$ cat config.mk
export PLATFORM = sky130hd
export DESIGN_NAME = csfq_ctrl
export DESIGN_NICKNAME = d
export VERILOG_FILES = /design/src/hdl/csfq_pkg.sv /design/src/hdl/csfq_ctrl.sv
export SDC_FILE = /design/constraint.sdc
export NUM_CORES = 1
export LEC_CHECK = 0
export BUFFER_PORTS_ARGS = -buffer_cell sky130_fd_sc_hd__buf_4
export CAP_MARGIN = 20
export CORE_AREA = 10 10 47 49
export DETAILED_ROUTE_END_ITERATION = 12
export DIE_AREA = 0 0 57 59
export GPL_TIMING_DRIVEN = 0
export SLEW_MARGIN = 10
export SYNTH_ARGS = -nofsm -noshare
export SYNTH_HDL_FRONTEND = slang
export SYNTH_SLANG_ARGS = --single-unit
$ cat constraint.sdc
create_clock -name clk -period 2.6 [get_ports clk]
set_clock_uncertainty 0.2 [all_clocks]
set_input_delay 0.78 -clock clk [delete_from_list [all_inputs] [get_ports clk]]
set_output_delay 0.78 -clock clk [all_outputs]
set_load 0.005 [all_outputs]
$ cat src/hdl/csfq_pkg.sv
// ============================================================================
// Credit shaper flow queues package
// Shared types, constants and control structures of the flow queue shaper.
// ============================================================================
`default_nettype none

package csfq_pkg;

  // Default sizes.
  localparam int NUM_FLOWS_DEF  = 16;
  localparam int FIFO_DEPTH_DEF = 64;

  // Flow classification.
  localparam logic [15:0] PORT_LIMIT   = 16'd30000;
  localparam logic [14:0] DEFAULT_FLOW = 15'd1001;

  // Register reset values.
  localparam logic [7:0]  ALPHA_RST  = 8'd14;
  localparam logic [23:0] BUFFER_RST = 24'd1048576;
  localparam logic [19:0] RATE_RST   = 20'd10;

  // Saturation limits.
  localparam logic [25:0]        QB_MAX     = 26'h3FF_FFFF;
  localparam logic signed [39:0] CREDIT_MAX = 40'sh7F_FFFF_FFFF;
  localparam logic signed [39:0] CREDIT_MIN = 40'sh80_0000_0000;

  // Result status codes.
  localparam logic [1:0] ST_ENQUEUED = 2'd0;
  localparam logic [1:0] ST_DROPPED  = 2'd1;
  localparam logic [1:0] ST_DEQUEUED = 2'd2;
  localparam logic [1:0] ST_NONE     = 2'd3;

  // Register indexes.
  localparam logic [1:0] REG_ALPHA  = 2'd0;
  localparam logic [1:0] REG_BUFFER = 2'd1;
  localparam logic [1:0] REG_RATE   = 2'd2;

  // Command codes.
  localparam logic CMD_ENQUEUE = 1'b0;
  localparam logic CMD_DEQUEUE = 1'b1;

  typedef struct packed {
    logic        command;
    logic [15:0] src_port;
    logic [15:0] dst_port;
    logic [15:0] pkt_bytes;
    logic [15:0] packet_handle;
    logic [31:0] now_ticks;
  } in_item_t;

  typedef struct packed {
    logic [1:0]  status;
    logic [14:0] flow_id;
    logic [15:0] out_handle;
    logic [15:0] out_size;
    logic [25:0] queued_total;
  } out_item_t;

  typedef struct packed {
    logic [1:0]  index;
    logic [23:0] data;
  } cfg_item_t;

  // Commands from the controller to the datapath.
  typedef struct packed {
    logic in_ready;
    logic setup;
    logic scan;
    logic pick;
    logic enq;
    logic rd;
    logic deq;
    logic emit;
  } ctrl_cmd_t;

  // Status from the datapath to the controller.
  typedef struct packed {
    logic in_valid;
    logic is_deq;
    logic scan_last;
    logic found;
    logic out_free;
  } ctrl_sts_t;

endpackage

`default_nettype wire

$ cat src/hdl/csfq_ctrl.sv
// ============================================================================
// Credit shaper controller
// State machine that sequences the flow table scan and queue operations.
// ============================================================================
`default_nettype none

module csfq_ctrl (
  input  wire logic                clk,
  input  wire logic                rst,
  input  wire csfq_pkg::ctrl_sts_t sts,
  output csfq_pkg::ctrl_cmd_t      cmd
);

  localparam logic [2:0] S_IDLE  = 3'd0;
  localparam logic [2:0] S_SETUP = 3'd1;
  localparam logic [2:0] S_SCAN  = 3'd2;
  localparam logic [2:0] S_PICK  = 3'd3;
  localparam logic [2:0] S_ENQ   = 3'd4;
  localparam logic [2:0] S_READ  = 3'd5;
  localparam logic [2:0] S_DEQ   = 3'd6;
  localparam logic [2:0] S_OUT   = 3'd7;

  logic [2:0] state;
  logic [2:0] state_next;

  // Next state and command decode.
  always_comb begin
    state_next = state;
    cmd        = '0;
    unique case (state)
      S_IDLE: begin
        cmd.in_ready = 1'b1;
        if (sts.in_valid) state_next = S_SETUP;
      end
      S_SETUP: begin
        cmd.setup  = 1'b1;
        state_next = S_SCAN;
      end
      S_SCAN: begin
        cmd.scan = 1'b1;
        if (sts.scan_last) state_next = S_PICK;
      end
      S_PICK: begin
        cmd.pick = 1'b1;
        if (!sts.found) state_next = S_OUT;
        else if (sts.is_deq) state_next = S_READ;
        else state_next = S_ENQ;
      end
      S_ENQ: begin
        cmd.enq    = 1'b1;
        state_next = S_OUT;
      end
      S_READ: begin
        cmd.rd     = 1'b1;
        state_next = S_DEQ;
      end
      S_DEQ: begin
        cmd.deq    = 1'b1;
        state_next = S_OUT;
      end
      S_OUT: begin
        if (sts.out_free) begin
          cmd.emit   = 1'b1;
          state_next = S_IDLE;
        end
      end
      default: state_next = S_IDLE;
    endcase
  end

  // State register.
  always_ff @(posedge clk) begin
    if (rst) state <= S_IDLE;
    else state <= state_next;
  end

  // Scan always completes before a decision is made.
  a_pick_after_scan: assert property (@(posedge clk) disable iff (rst)
    (state == S_PICK) |-> ($past(state) == S_SCAN))
    else $error("pick without completed scan");

  // Only one item is in flight: ready is low until the result is emitted.
  a_single_item: assert property (@(posedge clk) disable iff (rst)
    (cmd.in_ready && sts.in_valid) |=> !cmd.in_ready)
    else $error("second item accepted while busy");

  // A result is emitted only when the output register is free.
  a_emit_free: assert property (@(posedge clk) disable iff (rst)
    cmd.emit |-> sts.out_free)
    else $error("emit into occupied output register");

endmodule

`default_nettype wire

# Word-level counts from Yosys, hierarchy flattened
# Cells that the tools add are included.
[totals]
ff_bits = 3
input_bits = 7
out_inout_bits = 8
elab_cells = 29
[classes]
eq_ne = 10
muxes = 15
reduce_logical = 3
[op_table]
columns = ["op", "n"]
rows = [
  ["$pmux W3 S7", 1],
  ["$eq A3 B3 Y1 const B", 4],
  ["$mux W3", 4],
  ["$mux W1", 10],
  ["$eq A3 B2 Y1 const B", 2],
  ["$ne A2 B2 Y1 const B", 3],
  ["$eq A3 B1 Y1 const B", 1],
  ["$logic_not A3 Y1", 1],
  ["$reduce_and A3 Y1", 1],
  ["$reduce_or A2 Y1", 1],
]

# Logic depth before layout (Yosys ltp)
# Gate-level depths: netlist (run 1).
[logic_depth]
depth_word = 3
depth_mapped = 4
ltp_nobuf = 3

# Least setup slack after synthesis (run 1)
# OpenSTA, ideal clock, no wires.
[synth_timing]
kind = "input-to-output"
startpoint = "input sts[0] (netlist bit)"
endpoint = "output cmd[0] (netlist bit)"
arrival_time_ns = 0.972
required_time_ns = 1.620
slack_ns = 0.648
stages = 2
path_buffers = 0
cell_sequence = "nand2_1 > nor2_1"
[synth_lines]
columns = ["element", "line", "text"]
rows = [
  ["start: declaration", "csfq_ctrl.sv:10", "input wire csfq_pkg::ctrl_sts_t sts,"],
  ["end: declaration", "csfq_ctrl.sv:11", "output csfq_pkg::ctrl_cmd_t cmd"],
]

==> results of run 1 <==
-- worst max path at each step --
stage | cells after the start | end | slack (ps) | start
6_report | 4 | cmd[0] | 430 | sts[0]
5_1_grt | 4 | cmd[0] | 380 | sts[0]
4_1_cts | 4 | cmd[0] | 420 | sts[0]
3_5_place_dp | 4 | cmd[0] | 430 | sts[0]
3_3_place_gp | 4 | cmd[0] | 430 | sts[0]
2_1_floorplan | 2 | cmd[0] | 650 | sts[0]
-- cell usage after synthesis --
master    instances
nor2b_1           1
buf_2             1
buf_6             2
o32ai_1           1
nor3_1            3
or3b_1            1
a21oi_1           2
a211oi_1          1
nor3b_1           3
nand2b_1          1
nand2_1           1
nor2_1            3
dfxtp_1           3
and3b_2           2
nand2_4           1
-- logic make-up (layout without fill, tap and decap cells) --
family	Yosys count	in the layout	synth area share
AOI/OAI and AO/OA	4	4	0.120
buffers and inverters	3	21	0.126
DFF	3	3	0.274
and+or+nand+nor	16	16	0.480
-- per-stage QoR --
stage | std cells | hold slack (ps) | instance area (um^2)
after floorplan | 26 | 358 | 219
after global placement | 56 | 379 | 344
after detailed placement | 56 | 385 | 344
after CTS | 60 | 391 | 370
after global routing | 60 | 414 | 370
final | 60 | 387 | 370
-- worst max-delay path, stage by stage --
cell	delay [ps]
buf_4	80
nand2_1	70
nor2_1	140
buf_4	130
-- cells in the final DEF, fill, tap and decap left out, drive strengths merged --
cell type	count
a211oi	1
a21oi	2
and3b	2
buf	17
clkbuf	4
dfxtp	3
nand2	2
nand2b	1
nor2	3
nor2b	1
nor3	3
nor3b	3
o32ai	1
or3b	1
-- per-layer routing --
layer | vias to the layer above | GRT usage | wire length, um
li1 | 128 | - | -
met5 | - | 0 | 0
met2 | 15 | 0.0527 | 264
met4 | 0 | 0.0302 | 0
met1 | 104 | 0.0418 | 285
met3 | 0 | 0.0279 | 90
-- final cells by class --
type | count | area share
multi-input cells | 20 | 0.355
repair buffers | 14 | 0.284
flip-flops and latches | 3 | 0.162
plain buffers | 3 | 0.0743
clock buffers | 4 | 0.0709
well taps | 16 | 0.0541
-- report_power, final --
part | internal, mW | total [mW] | leakage [nW] | switching, mW
sequential | 0.0524 | 0.0548 | 0.0247 | 0.00238
clock | 0.0575 | 0.0820 | 0.0150 | 0.0245
combinational | 0.0418 | 0.0744 | 0.143 | 0.0326
==> run summary, run 1 <==
The flow ran to the end, and the final reports show no timing, DRC or antenna violations. The number of clock buffers inserted by TritonCTS is 3. The number of violations of the max-capacitance limit is 0. The multi-input gate area in the final layout came out at 131 um^2. The number of antenna violations at the first check in global routing came out at 0. The number of synthesized register bits is 3. The number of failing hold endpoints at the final stage is 0. The Yosys step of the flow raised 0 warnings.

In this run the critical register-to-register path is launched from state[1]. The flip-flop and latch area is 60.1 um^2. The fraction of synthesized cell area taken by the top area cell type came out at 0.274. The CTS H-tree depth is 1. The sequential fraction of the synthesis area came out at 0.274.

0 antenna diodes ended up in the layout. The register-to-register setup slack is 1360 ps. Timing analysis after detailed placement gives a worst setup slack of 426 ps. The register with the most flip-flops is state.

Ranked by total cell area, the synthesized netlist is headed by dfxtp_1 (27%), buf_6 (10%), nor3b_1 (10%). The number of flip-flops under the largest register name is 3. The largest registers in the layout are state: 3 flops.

The worst hold path depth is 2. The class of the tightest hold or removal check is reg2reg. The final-report setup violation count is 0.

The final RePlAce weighted congestion is 0.726. The floorplan die height came out at 59 um. The number of standard-cell rows in the floorplan came out at 14. The final total power is 0.211 mW. The filler cell count in the final layout came out at 169.

The number of cells traversed by the worst register-to-register path came out at 4. The largest area contributor in the netlist is dfxtp_1. After the first detailed-routing iteration, the DRC count stood at 1. The fmax is 460 MHz.

The die area came out at 0.00336 mm^2. The number of buffers on the longest clock path is 2. The wire length of the first global-routing pass is 1040 um. The final critical-path required period is 2170 ps. Setup repair after global routing left no endpoint under its margin. The register clock-pin slew on the reported worst setup and hold paths is 30 ps. The master cell of the clock root buffer is clkbuf_4.

The accumulated negative setup slack is 0 ps. Once detailed placement completed, the half-perimeter wirelength came to 504 um. The post-CTS setup repair buffer count came out at 0.

The net count after synthesis is 33. The tightest slew margin relative to the limit is 0.838. The port buffer count is 14. The total number of nets in the final design is 52.

The setup path with the least slack is of type in2out. The boundary pin count came out at 15. Hold repair after CTS inserted 0 buffers.

The power density of the placed cells is 570 mW/mm^2. The number of global-route vias before repair came to 240. The pin count of the biggest net entering global routing is 11. The chip width is 57 um.

For this run, the total global-route usage over all layers was measured as 0.0394. The number of sinks handled by clock tree synthesis came out at 3. The synthesized netlist occupies a cell area of 219 um^2. The post-route DRC violation count is 0.

The starting density of the core came out at 0.156. Once detail routing completed, the nets flagged for antenna violations numbered 0. The detail-routed via count per cell is 4.12. At the end of the flow the core is filled with cells to 0.264. The data required time of the critical path came out at 1620 ps.

The worst hold path terminates at state[0]. The capturing point of the worst reg2reg path is state[0]. In this run the worst path has a maximum fanout of 3. TritonCTS built the clock tree. The worst path meets setup with 427 ps of slack.

The number of pins exceeding their max-slew limit in the final report is 0. The type of element launching the critical path is a primary input. In the finished design, the share of the clock period the worst path needs comes to 0.836. The post-detailed-routing wire length came out at 640 um. Synthesis produced 26 cells. The placeable core region is 0.00140 mm^2. STA classifies the critical path endpoint as an output port.

The slew at the pin closest to its max-slew limit is 242 ps. The total of cells resized after clock tree synthesis came out at 0. The global-route congestion overflow total came out at 0.

The first-pass iteration count of the detailed router came out at 4. Dividing the detail-routed wire length by the instance count gives 10.7 um. The clock reaches the later pin of the worst-skew pair after 230 ps.

The number of distinct library cell variants in the gate-level netlist after synthesis is 15. The launch instance of the worst min-delay path is state[0]. Data on the critical path arrives at its endpoint at 1190 ps. The leakage power summed over all cells came out at 0.182 nW. The signed area change from the synthesized netlist to the final layout came out at 69.1%. The total number of vias is 247.

Of the cells placed in the final design, the portion with a size suffix greater than 1 is 0.523. Averaged over all synthesized cells, the footprint is 8.42 um^2. The worst IR drop on VDD is 0.000233 V.
No activity file was read; power rests on OpenSTA's default activity.
==> run 2, diff against run 1 <==
Settings changed: ABC_AREA from default to 1.
Clock period 2.6 ns to 1.8 ns, I/O delays scaled along.
==> run 2 against run 1 <==
- via count grew 25%
- sequential power increased by 130%
- first-iteration DRC count increased to 5.0 times the previous value
- synthesized area increased by 3.4%
- synthesized cell count increased by 46%
- register-to-register slack got worse by 720 ps
- power increased by 110%
- sequential share of layout area is 1.2 points higher
- die area is the same
- worst setup slack worse by 370 ps
- non-clock buffer count shrank 3
- hold slack got worse by 120 ps
- largest power group is now combinational logic
==> run summary, run 2 <==
The run finished with clean final reports. The number of synthesized register bits came out at 3. By area the synthesized netlist is led by dfxtp_1 (27%), nor3_1 (13%), inv_1 (13%). The final-report setup violation count came out at 0. Leaving out fill and tap cells, the most frequent cell in the layout is buf_4. Along the worst path, the maximum fanout reaches 9. The average footprint of a synthesized cell is 5.96 um^2. The detail-routed net length per standard cell came out at 10.3 um. The wire-length estimate of the detail-placed layout is 575 um. The net count after synthesis came out at 45. The pin count of the biggest net entering global routing came out at 10.

The fraction of registers with async set or reset after synthesis came out at 0. inv_1 is the most common cell in the netlist. The top cell types in the final layout, fill and taps aside, are buf_4 (14), inv_1 (8), nand2_1 (5), nor3_1 (4). The layout has 171 filler cells. The die is 59 um tall. The total routing resource utilization after global routing came out at 0.0440. The analysis attributes to cell leakage a power of 0.220 nW. In this run the tool buffered the top-level ports with 14 buffer cells.

Dividing the final minimum period by the clock period gives 0.966. For this configuration, the core starts out at a cell density of 0.162. The total of cells resized after clock tree synthesis came out at 4.

The number of violations of the max-capacitance limit is 0. In this run the cell area measured after placement is 352 um^2. The number of global-route vias before repair came out at 283.

The post-detailed-route count of antenna-violating nets is 0. The master cell of the clock root buffer is clkbuf_4. Of the synthesized area, sequential elements account for 0.265.

The placeable core region came out at 0.00140 mm^2. The number of cells traversed by the worst register-to-register path came out at 5. The number of pins exceeding their max-slew limit in the final report came out at 0.

Counting instances in the post-synthesis netlist gives the leading cell types as inv_1 (8), nor3_1 (6), nand2_1 (5). The wire length of the first global-routing pass came out at 1120 um. The startpoint identified for the worst hold timing path is rst. For this run, the leading register cell type out of synthesis is dfxtp_1. The post-detailed-routing wire length came out at 741 um. The number of failing hold endpoints at the final stage is 0. The area growth from synthesis to layout is 81.2%. The post-synth design cell area is 226 um^2. The number of clock buffers inserted by TritonCTS is 3. The number of buffers on the longest clock path came out at 2. Buffers inserted to repair hold after CTS numbered 0. At the end of the flow, the number of nets in the layout was 64. The register-to-register setup slack came out at 640 ps.

The netlist uses 12 different library cells. Counting flops per register, the top entry is state. The boundary pin count came out at 15. TritonCTS built the clock tree.

The register clock-pin slew on the reported worst setup and hold paths is 40 ps. The number of flops mapped to enable cells by yosys came out at 0. The arrival time reported for the critical path endpoint is 1000 ps. The gate count of the mapped netlist is 38.

The critical path is of the reg2out type. In this run the critical register-to-register path is launched from state[1]. The slew at the pin closest to its max-slew limit came out at 182 ps. The routed layout has 308 vias.

The register with the most flip-flops in the layout has 3 of them. The die area is 0.00336 mm^2. The number of standard-cell rows in the floorplan is 14. The first routing iteration left 5 violations.

The source-to-sink clock delay at the later pin of the worst-skew pair came out at 240 ps. The number of sinks handled by clock tree synthesis came out at 3. The largest registers in the layout are state: 3 flops. The worst IR drop on VDD came out at 0.000346 V. The fmax is 575 MHz. The share of post-route cells with drive strength above 1 came out at 0.500. dfxtp_1 takes more of the synthesized area than any other cell. The post-route DRC violation count is 0. The number of antenna violations at the first check in global routing is 0. The number of warnings reported in the yosys synthesis log came out at 0. The type of element launching the critical path is a flip-flop. The post-CTS setup repair buffer count came out at 0. The fraction of synthesized cell area taken by the top area cell type came out at 0.265.

The worst setup path is captured at an output port. Summing internal, switching and leakage power gives 0.433 mW. The power density of the placed cells is 1060 mW/mm^2. The worst hold path depth came out at 2. The first detailed-routing pass ran for 4 iterations.

The tightest slew margin relative to the limit is 0.878. The congestion estimate from routability-driven global placement came to 0.658. In this run the critical register-to-register path is captured at state[0]. The final critical-path required period came out at 1740 ps. In this run the worst hold path is classified as in2reg. The path with the worst hold slack has its endpoint at state[0]. The CTS H-tree depth came out at 1.

The floorplan step set the die width to 57 um. The fraction of the core area covered by cells at the end of the flow is 0.293. The number of diodes added for antenna fixing came out at 0.

The detail-routed via count per cell is 4.28. The data required time of the critical path came out at 1060 ps. The post-layout instance area came out at 410 um^2. The global-route congestion overflow total came out at 0.
## run 2: changes by cell type after synthesis, moves of 3 or more
cell | before | now
inv_1 | 0 | 8
nand2_1 | 1 | 5
nand4_1 | 0 | 3
nor3_1 | 3 | 6
nor3b_1 | 3 | 0
## run 2: metal layers
metal / GRT usage / routed length [um] / vias to the layer above
met3: 0.0172 / 37 / 2
met2: 0.0496 / 330 / 14
li1: - / - / 165
met5: 0 / 0 / -
met1: 0.0521 / 354 / 127
met4: 0.0604 / 19 / 0
## run 2: cells by family after synthesis
logic type	Yosys count	synth area share
DFF	3	0.265
buffers and inverters	10	0.166
and+or+nand+nor	22	0.464
AOI/OAI and AO/OA	3	0.105
## run 2: worst max-delay path by stage
stage,start,end,slack (ps),cells past startpoint
6_report,state[2],cmd[0],60,3
3_5_place_dp,sts[0],cmd[0],10,4
5_1_grt,state[2],cmd[0],-3,3
4_1_cts,state[2],cmd[0],4,3
3_3_place_gp,sts[0],cmd[0],7,4
2_1_floorplan,sts[0],cmd[0],250,2
## run 2: through the flow
step	hold slack, ps	TNS (ps)	cells	worst slack [ps]
5_1_grt	271	-5.01	72	-2.94
4_1_cts	261	0	72	4.49
6_report	264	0	72	60.4
3_3_place_gp	380	0	68	7.16
2_1_floorplan	343	0	38	246
3_5_place_dp	373	0	68	12.6
## run 2: critical path: stages, from the launching register on
cell and delay (ps):
dfxtp_4 370, inv_4 70, nor3_4 190, buf_4 130
## run 2: final cells by class
class	count	area, um^2	share of cell area
repair buffers	14	105	0.256
multi-input cells	25	148	0.360
well taps	16	20.0	0.0488
inverters	10	40.0	0.0976
flip-flops and latches	3	71.3	0.174
clock buffers	4	26.3	0.0640
## run 2: power by group
part / leakage (nW) / switching, mW / internal (mW)
Sequential: 0.0267 / 0.0333 / 0.0921
Clock: 0.0150 / 0.0389 / 0.0833
Combinational: 0.178 / 0.0960 / 0.0894
Total: 0.220 / 0.168 / 0.265
